<file path="src/design/hss_pkg.sv">
// Shared types, widths and constants for the heading source selector.
package hss_pkg;

  localparam int NUM_ENTRIES = 3;
  localparam int ENT_IDX_W   = 2;

  localparam int YAW_IN_W  = 32;
  localparam int YAW_W     = 16;
  localparam int TIME_W    = 40;
  localparam int OTIME_W   = 39;
  localparam int BOOT_W    = 32;
  localparam int AGE_W     = 16;
  localparam int CFG_DATA_W = 16;
  localparam int CFG_ADDR_W = 1;

  localparam int QUOT_W    = 16;
  localparam int RECIP_SH  = 46;
  localparam int RECIP_W   = 31;
  localparam int PROD_W    = YAW_IN_W + RECIP_W;
  localparam int REM_W     = 17;

  localparam logic [RECIP_W-1:0] YAW_RECIP = 31'd1954687338;
  localparam logic [YAW_W-1:0]   YAW_TURN  = 16'd36000;

  localparam logic [CFG_DATA_W-1:0] MAX_AGE_RST  = 16'd2000;
  localparam logic [CFG_DATA_W-1:0] ROLLBACK_RST = 16'd1000;

  localparam logic [CFG_ADDR_W-1:0] REG_MAX_AGE  = 1'd0;
  localparam logic [CFG_ADDR_W-1:0] REG_ROLLBACK = 1'd1;

  localparam logic CMD_STORE = 1'b0;
  localparam logic CMD_QUERY = 1'b1;

  localparam logic [ENT_IDX_W-1:0] SRC_QUAT = 2'd0;
  localparam logic [ENT_IDX_W-1:0] SRC_ATT  = 2'd1;
  localparam logic [ENT_IDX_W-1:0] SRC_HLAT = 2'd2;
  localparam logic [ENT_IDX_W-1:0] SRC_NONE = 2'd3;

  localparam int IN_TUSER_W  = 3;
  localparam int IN_CMD_BIT  = 0;
  localparam int IN_SRC_LSB  = 1;
  localparam int IN_YAW_LSB  = 0;
  localparam int IN_RECV_LSB = 32;
  localparam int IN_BP_BIT   = 72;
  localparam int IN_BOOT_LSB = 73;
  localparam int IN_NOW_LSB  = 105;
  localparam int IN_TDATA_W  = 152;

  localparam int OUT_ACC_BIT   = 0;
  localparam int OUT_HV_BIT    = 1;
  localparam int OUT_YAW_LSB   = 2;
  localparam int OUT_SRC_LSB   = 18;
  localparam int OUT_TIME_LSB  = 20;
  localparam int OUT_AGE_LSB   = 59;
  localparam int OUT_FIELDS_W  = 75;
  localparam int OUT_TDATA_W   = 80;

  typedef struct packed {
    logic                 cmd;
    logic [ENT_IDX_W-1:0] source;
    logic [YAW_IN_W-1:0]  yaw_centideg;
    logic [TIME_W-1:0]    received_ms;
    logic                 boot_present;
    logic [BOOT_W-1:0]    boot_ms;
    logic [TIME_W-1:0]    now_ms;
  } hss_req_t;

  typedef struct packed {
    logic                neg;
    logic [YAW_IN_W-1:0] mag;
    logic [QUOT_W-1:0]   quot;
  } hss_wrap_t;

  typedef struct packed {
    logic                 accepted;
    logic                 heading_valid;
    logic [YAW_W-1:0]     heading_yaw;
    logic [ENT_IDX_W-1:0] heading_source;
    logic [OTIME_W-1:0]   sample_time_ms;
    logic [AGE_W-1:0]     sample_age_ms;
  } hss_rsp_t;

endpackage

</file>
<file path="src/design/hss_yaw_quot.sv">
// Yaw magnitude and quotient estimate by 36000 through a reciprocal multiply.
module hss_yaw_quot (
  input  logic [hss_pkg::YAW_IN_W-1:0] yaw,
  output hss_pkg::hss_wrap_t           wrap
);

  logic [hss_pkg::YAW_IN_W-1:0] mag;
  logic [hss_pkg::PROD_W-1:0]   prod;

  assign mag  = yaw[hss_pkg::YAW_IN_W-1] ? (~yaw + 32'd1) : yaw;
  assign prod = {{hss_pkg::RECIP_W{1'b0}}, mag} *
                {{hss_pkg::YAW_IN_W{1'b0}}, hss_pkg::YAW_RECIP};

  assign wrap.neg  = yaw[hss_pkg::YAW_IN_W-1];
  assign wrap.mag  = mag;
  assign wrap.quot = prod[hss_pkg::RECIP_SH +: hss_pkg::QUOT_W];

endmodule

</file>
<file path="src/design/hss_yaw_rem.sv">
// Remainder correction and sign fold of the yaw into 0..35999.
module hss_yaw_rem (
  input  hss_pkg::hss_wrap_t        wrap,
  output logic [hss_pkg::YAW_W-1:0] yaw_wrapped
);

  logic [hss_pkg::YAW_IN_W-1:0] qmul;
  logic [hss_pkg::YAW_IN_W:0]   diff;
  logic [hss_pkg::REM_W-1:0]    rem;
  logic [hss_pkg::REM_W-1:0]    rem_fix;
  logic [hss_pkg::REM_W-1:0]    turn;

  assign turn    = {1'b0, hss_pkg::YAW_TURN};
  assign qmul    = {16'd0, wrap.quot} * {16'd0, hss_pkg::YAW_TURN};
  assign diff    = {1'b0, wrap.mag} - {1'b0, qmul};
  assign rem     = diff[hss_pkg::REM_W-1:0];
  assign rem_fix = (rem >= turn) ? (rem - turn) : rem;

  always_comb begin
    if (wrap.neg && (rem_fix != '0)) begin
      yaw_wrapped = hss_pkg::YAW_TURN - rem_fix[hss_pkg::YAW_W-1:0];
    end else begin
      yaw_wrapped = rem_fix[hss_pkg::YAW_W-1:0];
    end
  end

endmodule

</file>
<file path="src/design/hss_entry_table.sv">
// Per-source heading entries, store checks, fresh selection and config registers.
module hss_entry_table (
  input  logic                             clk,
  input  logic                             rst_n,
  input  logic                             cfg_wr_en,
  input  logic [hss_pkg::CFG_ADDR_W-1:0]   cfg_addr,
  input  logic [hss_pkg::CFG_DATA_W-1:0]   cfg_wdata,
  input  logic                             req_fire,
  input  hss_pkg::hss_req_t                req,
  input  logic [hss_pkg::YAW_W-1:0]        yaw_wrapped,
  output hss_pkg::hss_rsp_t                rsp
);

  localparam int N = hss_pkg::NUM_ENTRIES;

  logic [N-1:0]                   valid_r, valid_nxt;
  logic [N-1:0]                   bp_r;
  logic [hss_pkg::YAW_W-1:0]      yaw_r [N];
  logic [hss_pkg::TIME_W-1:0]     arr_r [N];
  logic [hss_pkg::BOOT_W-1:0]     bt_r  [N];
  logic [hss_pkg::CFG_DATA_W-1:0] max_age_r, rollback_r;

  logic [hss_pkg::ENT_IDX_W-1:0]  sidx;
  logic [N-1:0]                   sel_hot;
  logic                           e_valid, e_bp, boot_chk, rollback, wipe;
  logic                           src_none, older, reject, store_ok, do_write;
  logic [hss_pkg::TIME_W-1:0]     e_arr;
  logic [hss_pkg::BOOT_W-1:0]     e_bt, fwd, back;

  logic [hss_pkg::TIME_W:0]       age [N];
  logic [N-1:0]                   fresh;
  logic [hss_pkg::BOOT_W-1:0]     boot_gap;
  logic                           newer_att, found;
  logic [hss_pkg::ENT_IDX_W-1:0]  sel;

  // store checks
  assign src_none = (req.source == hss_pkg::SRC_NONE);
  assign sidx     = src_none ? hss_pkg::SRC_QUAT : req.source;
  assign e_valid  = valid_r[sidx];
  assign e_bp     = bp_r[sidx];
  assign e_arr    = arr_r[sidx];
  assign e_bt     = bt_r[sidx];
  assign fwd      = req.boot_ms - e_bt;
  assign back     = e_bt - req.boot_ms;
  assign boot_chk = e_valid && e_bp && req.boot_present;
  assign rollback = boot_chk && fwd[hss_pkg::BOOT_W-1];
  assign older    = e_valid && ($signed(req.received_ms) < $signed(e_arr));
  assign reject   = src_none || req.received_ms[hss_pkg::TIME_W-1] || older ||
                    (boot_chk && (fwd == '0)) ||
                    (rollback && (back <= {16'd0, rollback_r}));
  assign store_ok = !reject;
  assign wipe     = rollback;
  assign do_write = req_fire && (req.cmd == hss_pkg::CMD_STORE) && store_ok;

  always_comb begin
    sel_hot = '0;
    sel_hot[sidx] = 1'b1;
  end

  always_comb begin
    valid_nxt = valid_r;
    if (do_write) begin
      valid_nxt = wipe ? sel_hot : (valid_r | sel_hot);
    end
  end

  // freshness and selection
  always_comb begin
    for (int i = 0; i < N; i++) begin
      age[i]   = {req.now_ms[hss_pkg::TIME_W-1], req.now_ms} -
                 {arr_r[i][hss_pkg::TIME_W-1], arr_r[i]};
      fresh[i] = valid_r[i] && !age[i][hss_pkg::TIME_W] &&
                 (age[i][hss_pkg::TIME_W-1:0] <= {24'd0, max_age_r});
    end
  end

  assign boot_gap  = bt_r[hss_pkg::SRC_ATT] - bt_r[hss_pkg::SRC_QUAT];
  assign newer_att = (bp_r[hss_pkg::SRC_ATT] && bp_r[hss_pkg::SRC_QUAT]) ?
                     ((boot_gap != '0) && !boot_gap[hss_pkg::BOOT_W-1]) :
                     ($signed(arr_r[hss_pkg::SRC_ATT]) > $signed(arr_r[hss_pkg::SRC_QUAT]));

  always_comb begin
    found = 1'b1;
    sel   = hss_pkg::SRC_QUAT;
    if (fresh[hss_pkg::SRC_QUAT] && fresh[hss_pkg::SRC_ATT]) begin
      sel = newer_att ? hss_pkg::SRC_ATT : hss_pkg::SRC_QUAT;
    end else if (fresh[hss_pkg::SRC_QUAT]) begin
      sel = hss_pkg::SRC_QUAT;
    end else if (fresh[hss_pkg::SRC_ATT]) begin
      sel = hss_pkg::SRC_ATT;
    end else if (fresh[hss_pkg::SRC_HLAT]) begin
      sel = hss_pkg::SRC_HLAT;
    end else begin
      found = 1'b0;
    end
  end

  always_comb begin
    rsp = '0;
    if (req.cmd == hss_pkg::CMD_STORE) begin
      rsp.accepted = store_ok;
    end else if (found) begin
      rsp.heading_valid  = 1'b1;
      rsp.heading_yaw    = yaw_r[sel];
      rsp.heading_source = sel;
      rsp.sample_time_ms = arr_r[sel][hss_pkg::OTIME_W-1:0];
      rsp.sample_age_ms  = age[sel][hss_pkg::AGE_W-1:0];
    end
  end

  always_ff @(posedge clk) begin
    if (!rst_n) begin
      valid_r    <= '0;
      max_age_r  <= hss_pkg::MAX_AGE_RST;
      rollback_r <= hss_pkg::ROLLBACK_RST;
    end else begin
      valid_r <= valid_nxt;
      if (cfg_wr_en) begin
        case (cfg_addr)
          hss_pkg::REG_MAX_AGE:  max_age_r  <= cfg_wdata;
          hss_pkg::REG_ROLLBACK: rollback_r <= cfg_wdata;
          default: ;
        endcase
      end
    end
  end

  always_ff @(posedge clk) begin
    if (!rst_n) begin
      bp_r <= '0;
    end else if (do_write) begin
      bp_r[sidx] <= req.boot_present;
    end
  end

  always_ff @(posedge clk) begin
    if (do_write) begin
      yaw_r[sidx] <= yaw_wrapped;
      arr_r[sidx] <= req.received_ms;
      bt_r[sidx]  <= req.boot_ms;
    end
  end

endmodule

</file>
<file path="src/design/heading_source_selector.sv">
// Heading source selector: one request per cycle while the result side does not stall.
// Each request passes an input register, a stage that holds the yaw quotient estimate, and
// the output register; entry checks, updates and fresh selection all happen in the last
// stage, so a request always sees the entries left by the one before it. Throughput is one
// request per clock unless the result side stalls; any stall there holds the whole pipeline.
// The yaw wrap uses a 32x31 reciprocal multiply. No clearing pass follows reset.
module heading_source_selector (
  input  logic                               clk,
  input  logic                               rst_n,
  input  logic                               in_tvalid,
  output logic                               in_tready,
  // yaw_centideg, received_ms, boot_present, boot_ms, now_ms, zero pad
  input  logic [hss_pkg::IN_TDATA_W-1:0]     in_tdata,
  // cmd, source
  input  logic [hss_pkg::IN_TUSER_W-1:0]     in_tuser,
  output logic                               out_tvalid,
  input  logic                               out_tready,
  // accepted, heading_valid, heading_yaw, heading_source, sample_time_ms,
  // sample_age_ms, zero pad
  output logic [hss_pkg::OUT_TDATA_W-1:0]    out_tdata,
  input  logic                               cfg_wr_en,
  input  logic [hss_pkg::CFG_ADDR_W-1:0]     cfg_addr,
  input  logic [hss_pkg::CFG_DATA_W-1:0]     cfg_wdata
);

  logic               advance;
  logic               a_valid_r, b_valid_r, out_valid_r;
  hss_pkg::hss_req_t  in_req, a_req_r, b_req_r;
  hss_pkg::hss_wrap_t a_wrap, b_wrap_r;
  hss_pkg::hss_rsp_t  rsp, out_rsp_r;
  logic [hss_pkg::YAW_W-1:0] yaw_wrapped;

  assign advance   = !out_valid_r || out_tready;
  assign in_tready = advance;

  always_comb begin
    in_req.cmd          = in_tuser[hss_pkg::IN_CMD_BIT];
    in_req.source       = in_tuser[hss_pkg::IN_SRC_LSB +: hss_pkg::ENT_IDX_W];
    in_req.yaw_centideg = in_tdata[hss_pkg::IN_YAW_LSB +: hss_pkg::YAW_IN_W];
    in_req.received_ms  = in_tdata[hss_pkg::IN_RECV_LSB +: hss_pkg::TIME_W];
    in_req.boot_present = in_tdata[hss_pkg::IN_BP_BIT];
    in_req.boot_ms      = in_tdata[hss_pkg::IN_BOOT_LSB +: hss_pkg::BOOT_W];
    in_req.now_ms       = in_tdata[hss_pkg::IN_NOW_LSB +: hss_pkg::TIME_W];
  end

  hss_yaw_quot u_quot (
    .yaw  (a_req_r.yaw_centideg),
    .wrap (a_wrap)
  );

  hss_yaw_rem u_rem (
    .wrap        (b_wrap_r),
    .yaw_wrapped (yaw_wrapped)
  );

  hss_entry_table u_tbl (
    .clk         (clk),
    .rst_n       (rst_n),
    .cfg_wr_en   (cfg_wr_en),
    .cfg_addr    (cfg_addr),
    .cfg_wdata   (cfg_wdata),
    .req_fire    (b_valid_r && advance),
    .req         (b_req_r),
    .yaw_wrapped (yaw_wrapped),
    .rsp         (rsp)
  );

  always_ff @(posedge clk) begin
    if (!rst_n) begin
      a_valid_r   <= 1'b0;
      b_valid_r   <= 1'b0;
      out_valid_r <= 1'b0;
    end else if (advance) begin
      a_valid_r   <= in_tvalid;
      b_valid_r   <= a_valid_r;
      out_valid_r <= b_valid_r;
    end
  end

  always_ff @(posedge clk) begin
    if (advance) begin
      a_req_r   <= in_req;
      b_req_r   <= a_req_r;
      b_wrap_r  <= a_wrap;
      out_rsp_r <= rsp;
    end
  end

  assign out_tvalid = out_valid_r;

  always_comb begin
    out_tdata = '0;
    out_tdata[hss_pkg::OUT_ACC_BIT]  = out_rsp_r.accepted;
    out_tdata[hss_pkg::OUT_HV_BIT]   = out_rsp_r.heading_valid;
    out_tdata[hss_pkg::OUT_YAW_LSB +: hss_pkg::YAW_W]       = out_rsp_r.heading_yaw;
    out_tdata[hss_pkg::OUT_SRC_LSB +: hss_pkg::ENT_IDX_W]   = out_rsp_r.heading_source;
    out_tdata[hss_pkg::OUT_TIME_LSB +: hss_pkg::OTIME_W]    = out_rsp_r.sample_time_ms;
    out_tdata[hss_pkg::OUT_AGE_LSB +: hss_pkg::AGE_W]       = out_rsp_r.sample_age_ms;
  end

endmodule

</file>
<file path="config.mk">
export PLATFORM = sky130hd
export DESIGN_NAME = heading_source_selector
export DESIGN_NICKNAME = d
export VERILOG_FILES = /design/src/design/hss_pkg.sv /design/src/design/hss_yaw_quot.sv /design/src/design/hss_yaw_rem.sv /design/src/design/hss_entry_table.sv /design/src/design/heading_source_selector.sv
export SDC_FILE = /design/constraint.sdc
export NUM_CORES = 2
export LEC_CHECK = 0
export ABC_AREA = 1
export CORE_AREA = 2 2 329 331
export DETAILED_ROUTE_END_ITERATION = 8
export DIE_AREA = 0 0 331 333
export DONT_BUFFER_PORTS = 1
export PLACE_DENSITY_LB_ADDON = 0.15
export SLEW_MARGIN = 0
export SYNTH_ARGS = -nofsm -noshare
export SYNTH_HDL_FRONTEND = slang
export SYNTH_SLANG_ARGS = --single-unit
</file>
<file path="constraint.sdc">
create_clock -name clk -period 19.6 [get_ports clk]
set_input_delay 1.96 -clock clk [delete_from_list [all_inputs] [get_ports clk]]
set_output_delay 1.96 -clock clk [all_outputs]
set_load 0.01 [all_outputs]
</file>
### Yosys cells after proc, flatten, opt, wreduce, memory -nomap -nowiden

Memories as Yosys holds them, arrays and structs flattened.
Cells that the tools add are included.

* flip-flop bits (word level): 414
* memory bits (writable): 264
* input bits: 177
* output and inout bits: 82
* logic and storage cells: 125
* memories kept: 3

* $add $sub $neg: 10
* $mul: 2
* magnitude comparators: 10
* eq/ne operators: 1
* multiplexer cells: 28
* bitwise gates (word level): 5
* reductions and logical operators: 37

Memories
* u_tbl.arr_r: depth 3, bits a word 40, rd ports 5, clocked after memory_dff 0, wr ports 1, line hss_entry_table.sv:19 `logic [hss_pkg::TIME_W-1:0] arr_r [N];`
* u_tbl.bt_r: depth 3, bits a word 32, rd ports 3, clocked after memory_dff 0, wr ports 1, line hss_entry_table.sv:20 `logic [hss_pkg::BOOT_W-1:0] bt_r [N];`
* u_tbl.yaw_r: depth 3, bits a word 16, rd ports 1, clocked after memory_dff 0, wr ports 1, line hss_entry_table.sv:18 `logic [hss_pkg::YAW_W-1:0] yaw_r [N];`

Operator list (number)
* $sub A40 B40 Y41: 3
* $le A40 B16 Y1: 3
* $sub A32 B32 Y32: 3
* $bmux W41 S2: 1
* $mux W74: 1
* $mul A32 B30 Y61 const B: 1
* $mux W16: 3
* $gt A40 B40 Y1: 1
* $lt A40 B40 Y1: 1
* $add A32 B1 Y32 const B: 1
* $le A32 B16 Y1: 1
* $logic_not A32 Y1: 1
* $mux W32: 1
* $not A32 Y32: 1
* $reduce_bool A32 Y1: 1
* $logic_and A1 B1 Y1: 20
* $ge A17 B16 Y1 const B: 1
* $mux W17: 1
* $reduce_bool A17 Y1: 1
* $sub A17 B16 Y17 const B: 1
* $sub A17 B17 Y17: 1
* $mul A16 B11 Y12 const B: 1
* $sub A16 B16 Y16 const A: 1
* $mux W1: 11
* 15 further kinds: 32

### Longest topological paths before layout

An unclocked memory read counts as a cell.

* word-level depth: 14
* depth in mapped cells: 38

### By module

A second synthesis with hierarchy kept.

* cells, all modules: 8600
* area total of the unflattened synthesis: 68878.6 um2

Modules (own cells, without submodules)
* hss_entry_table: times used 1, cells an instance 5551, area an instance 36606.4 um2, sequential area each 10850.4 um2
* hss_yaw_quot: times used 1, cells an instance 2146, area an instance 16729.8 um2, sequential area each 0.0 um2
* heading_source_selector: times used 1, cells an instance 445, area an instance 12782.3 um2, sequential area each 12672.2 um2
* hss_yaw_rem: times used 1, cells an instance 458, area an instance 2760.1 um2, sequential area each 0.0 um2

### Least setup slack after synthesis

No wires, ideal clock.

* path type: input -> output
* from: input port out_tready
* to: output port in_tready
* data arrival time: 9250 ps
* required time: 17640 ps
* slack: 8390 ps
* stages on the path: 2
* buffers on the path: 0
* cell sequence: nor2_1 inv_1

* word-level cells in the longest chain between the ends: 1

Ends and longest elaborated chain
* from (decl): line heading_source_selector.sv:17 `input logic out_tready,`
* $logic_or A1 B1 Y1: line heading_source_selector.sv:33 `assign advance = !out_valid_r || out_tready;`
* to (decl): line heading_source_selector.sv:11 `output logic in_tready,`

Every way passes these cells.

==> flow_summary.yaml <==
floorplanning:
  die_h_um: 333
  floorplan.initialDensity_pct: 59.56
  rows: 120
  fp.dieW_um: 331
  dieArea_mm2: 0.1102
  core-area_mm2: 0.1066
  ios: 259
clock_network:
  cts_tree: "done"
  clk_pin_slew_ps: 70
  hold_buffers: 0
  ctsResizeCount: 0
  clk_latency_ps: 680
  cts_buffers: 80
  cts.sinks: 746
  cts_max_path_buffers: 3
  cts_setup_buffers: 0
  htreeDepth: 3
  root_buffer: "clkbuf_16"
cells_and_area:
  area_delta_synth_final_pct: 6.816
  final_common_cell: "nand2_1"
  drive_gt1_share_pct: 3.028
  layout.nets: 8894
  final_cell_mix: "nand2_1 (1801), inv_1 (1410), ha_1 (762)"
min_path:
  hold_path_class: "reg -> reg"
  hp-start: "a_req_r[21]"
synthesis:
  syn_inst: 7661
  synthTopCellsByArea: "edfxtp_1 (33%), ha_1 (15%), nand2_1 (11%)"
  avgSynthCellArea_um2: 8.288
  synth_edf_count: 705
  yosysTopAreaCell: "edfxtp_1"
  synth_warnings: 0
  ys_seq_elements: 746
  synth.distinct_cells: 62
  yosysSeqAreaShare_pct: 34.64
  synthFlopType: "edfxtp_1"
  synth_top_cell_area_share_pct: 33.34
  syn-cell-area_mm2: 0.06349
  async_reset_ff_share_pct: 0
critical_path:
  endpoint_kind: "flip-flop"
  cpMostUsedCell: "inv_1"
  crit_required_ps: 20000
  critPathKind: "reg -> reg"
  worstSetupStartpoint: "a_req_r[113]"
  crit_path_start_kind: "flip-flop"
  path_delay_family: "adder cells"
  arrival_ps: 10390
  r2r_start: "a_req_r[113]"
  crit_buf_inv: 12
  worst-path-max-fanout: 12
  cpPeakStageDelay_ps: 620
  crit_slowest_cell: "fa_1"
sta:
  fin_crit_ps: 9984
  clock.fmax_ghz: 0.1002
  final.setup_skew_ps: 33.51
  hold_viol: 0
  finalCritPeriodShare_pct: 50.94
  rsz0062_at_grt: "false"
  setup_viol: 0
  worst_slew_pin_slew_ps: 1161
  finalSetupTns_ps: 0
  slew_violations: 0
  slew_headroom_pct: 21.80
placement:
  portBuffers: 0
  place.gp.congestion: 1.067
  hpwl_um: 164400
grt:
  antenna_found_initial: 23
  grt_pass1_vias: 51318
  grt_use_met3_pct: 7.568
  use_met2_pct: 58.65
  use_met1_pct: 47.01
  grt_first_pass_wirelength_um: 301200
  grt_busiest_layer: "met2"
  grt_overflow: 0
  grt_use_total_pct: 36.54
  grt_start_max_net_pins: 120
route:
  vias_per_cell: 5.755
  antenna_left: 0
  first_iter_violations: 5586
  route.detailed.drc: 0
  first_pass_iters: 6
  avgRoutedWirePerCell_um: 22.19
  num_vias: 52621
  drt-total-wl_um: 202900
run:
  cap_violations: 0
status:
  status: "finished clean"
worst register-to-register path, delay by kind of cell (launching register included):
family          cells  cell delay, ps
compound gates      3             720
xor+xnor            2             710
flops               1             360
simple gates       10            1880
fa+ha+maj          10            4430
buf+inv            12            1590
path summary, 6_finish.rpt:
| kind | slack, ps | endpoint | cells past startpoint |
|---|---|---|---|
| worst max-delay path | 9620 | b_wrap_r[6] | 37 |
| worst min-delay path | 400 | b_req_r[21] | 0 |
| worst max register to register | 9620 | b_wrap_r[6] | 37 |
| worst min register to register | 400 | b_req_r[21] | 0 |
cell usage after synthesis (30+ instances only):
cell and count:
o21ai_0 287, nand4_1 98, o21bai_1 30, fa_1 291
nand2_1 1802, inv_1 1414, buf_2 30, nor3_1 66
nand3_1 316, clkbuf_1 79, a21oi_1 529, nor2_1 676
xnor2_1 70, ha_1 764, xor2_1 155, a32oi_1 32
dfxtp_1 41, edfxtp_1 705
per-layer routing:
metal / wire length [um] / vias up
li1: - / 24946
met2: 92520 / 2307
met4: 11280 / 26
met1: 79450 / 24873
met3: 19480 / 469
met5: 192 / -
cells by family (layout without fill, tap and decap cells):
| logic type | after synthesis | after routing | share of synthesized area, % |
|---|---|---|---|
| xor gates and xnor gates | 228 | 228 | 3.181 |
| adders and majority gates | 1055 | 1055 | 24.23 |
| AOI/OAI and AO/OA | 1033 | 1033 | 9.035 |
| buffers and inverters | 1567 | 1629 | 9.453 |
| and+or+nand+nor | 3031 | 3031 | 19.46 |
| DFF | 746 | 746 | 34.64 |
| other | 1 | 19 | 0.005906 |
metrics by stage:
stage	cells	hold WS (ps)	utilization, %	worst slack [ps]	instance area (um2)
3_3_place_gp	8983	400.8	61.13	9690	65160
6_report	9144	400.6	63.62	9616	67820
3_5_place_dp	8983	404.5	61.13	9699	65160
5_1_grt	9133	413.3	63.59	9059	67790
4_1_cts	9130	406.7	63.59	9640	67790
2_1_floorplan	7665	400.3	-	8390	63510
flip-flops by register name, indices dropped and copies added (netlist names):
signal,cells
a_req_r,148
a_valid_r,1
b_req_r,116
b_valid_r,1
b_wrap_r,30
out_tdata,75
out_tvalid,1
u_tbl.arr_r,160
u_tbl.bp_r,3
u_tbl.bt_r,128
u_tbl.max_age_r,16
u_tbl.rollback_r,16
u_tbl.valid_r,3
u_tbl.yaw_r,48
area by class of cell:
cell class	count	area, um2
Clock inverter	53	569.3
Multi-Input combinational cell	5352	35630
Sequential cell	746	21990
Timing Repair Buffer	54	405.4
Inverter	1428	5378
Fill cell	9049	38780
Clock buffer	94	2054
Tap cell	1403	1755
Antenna cell	14	35.03
Power is left out: the tool's default activity adds up to more than one toggle a clock period on the data nets, which glitch-free logic cannot reach.
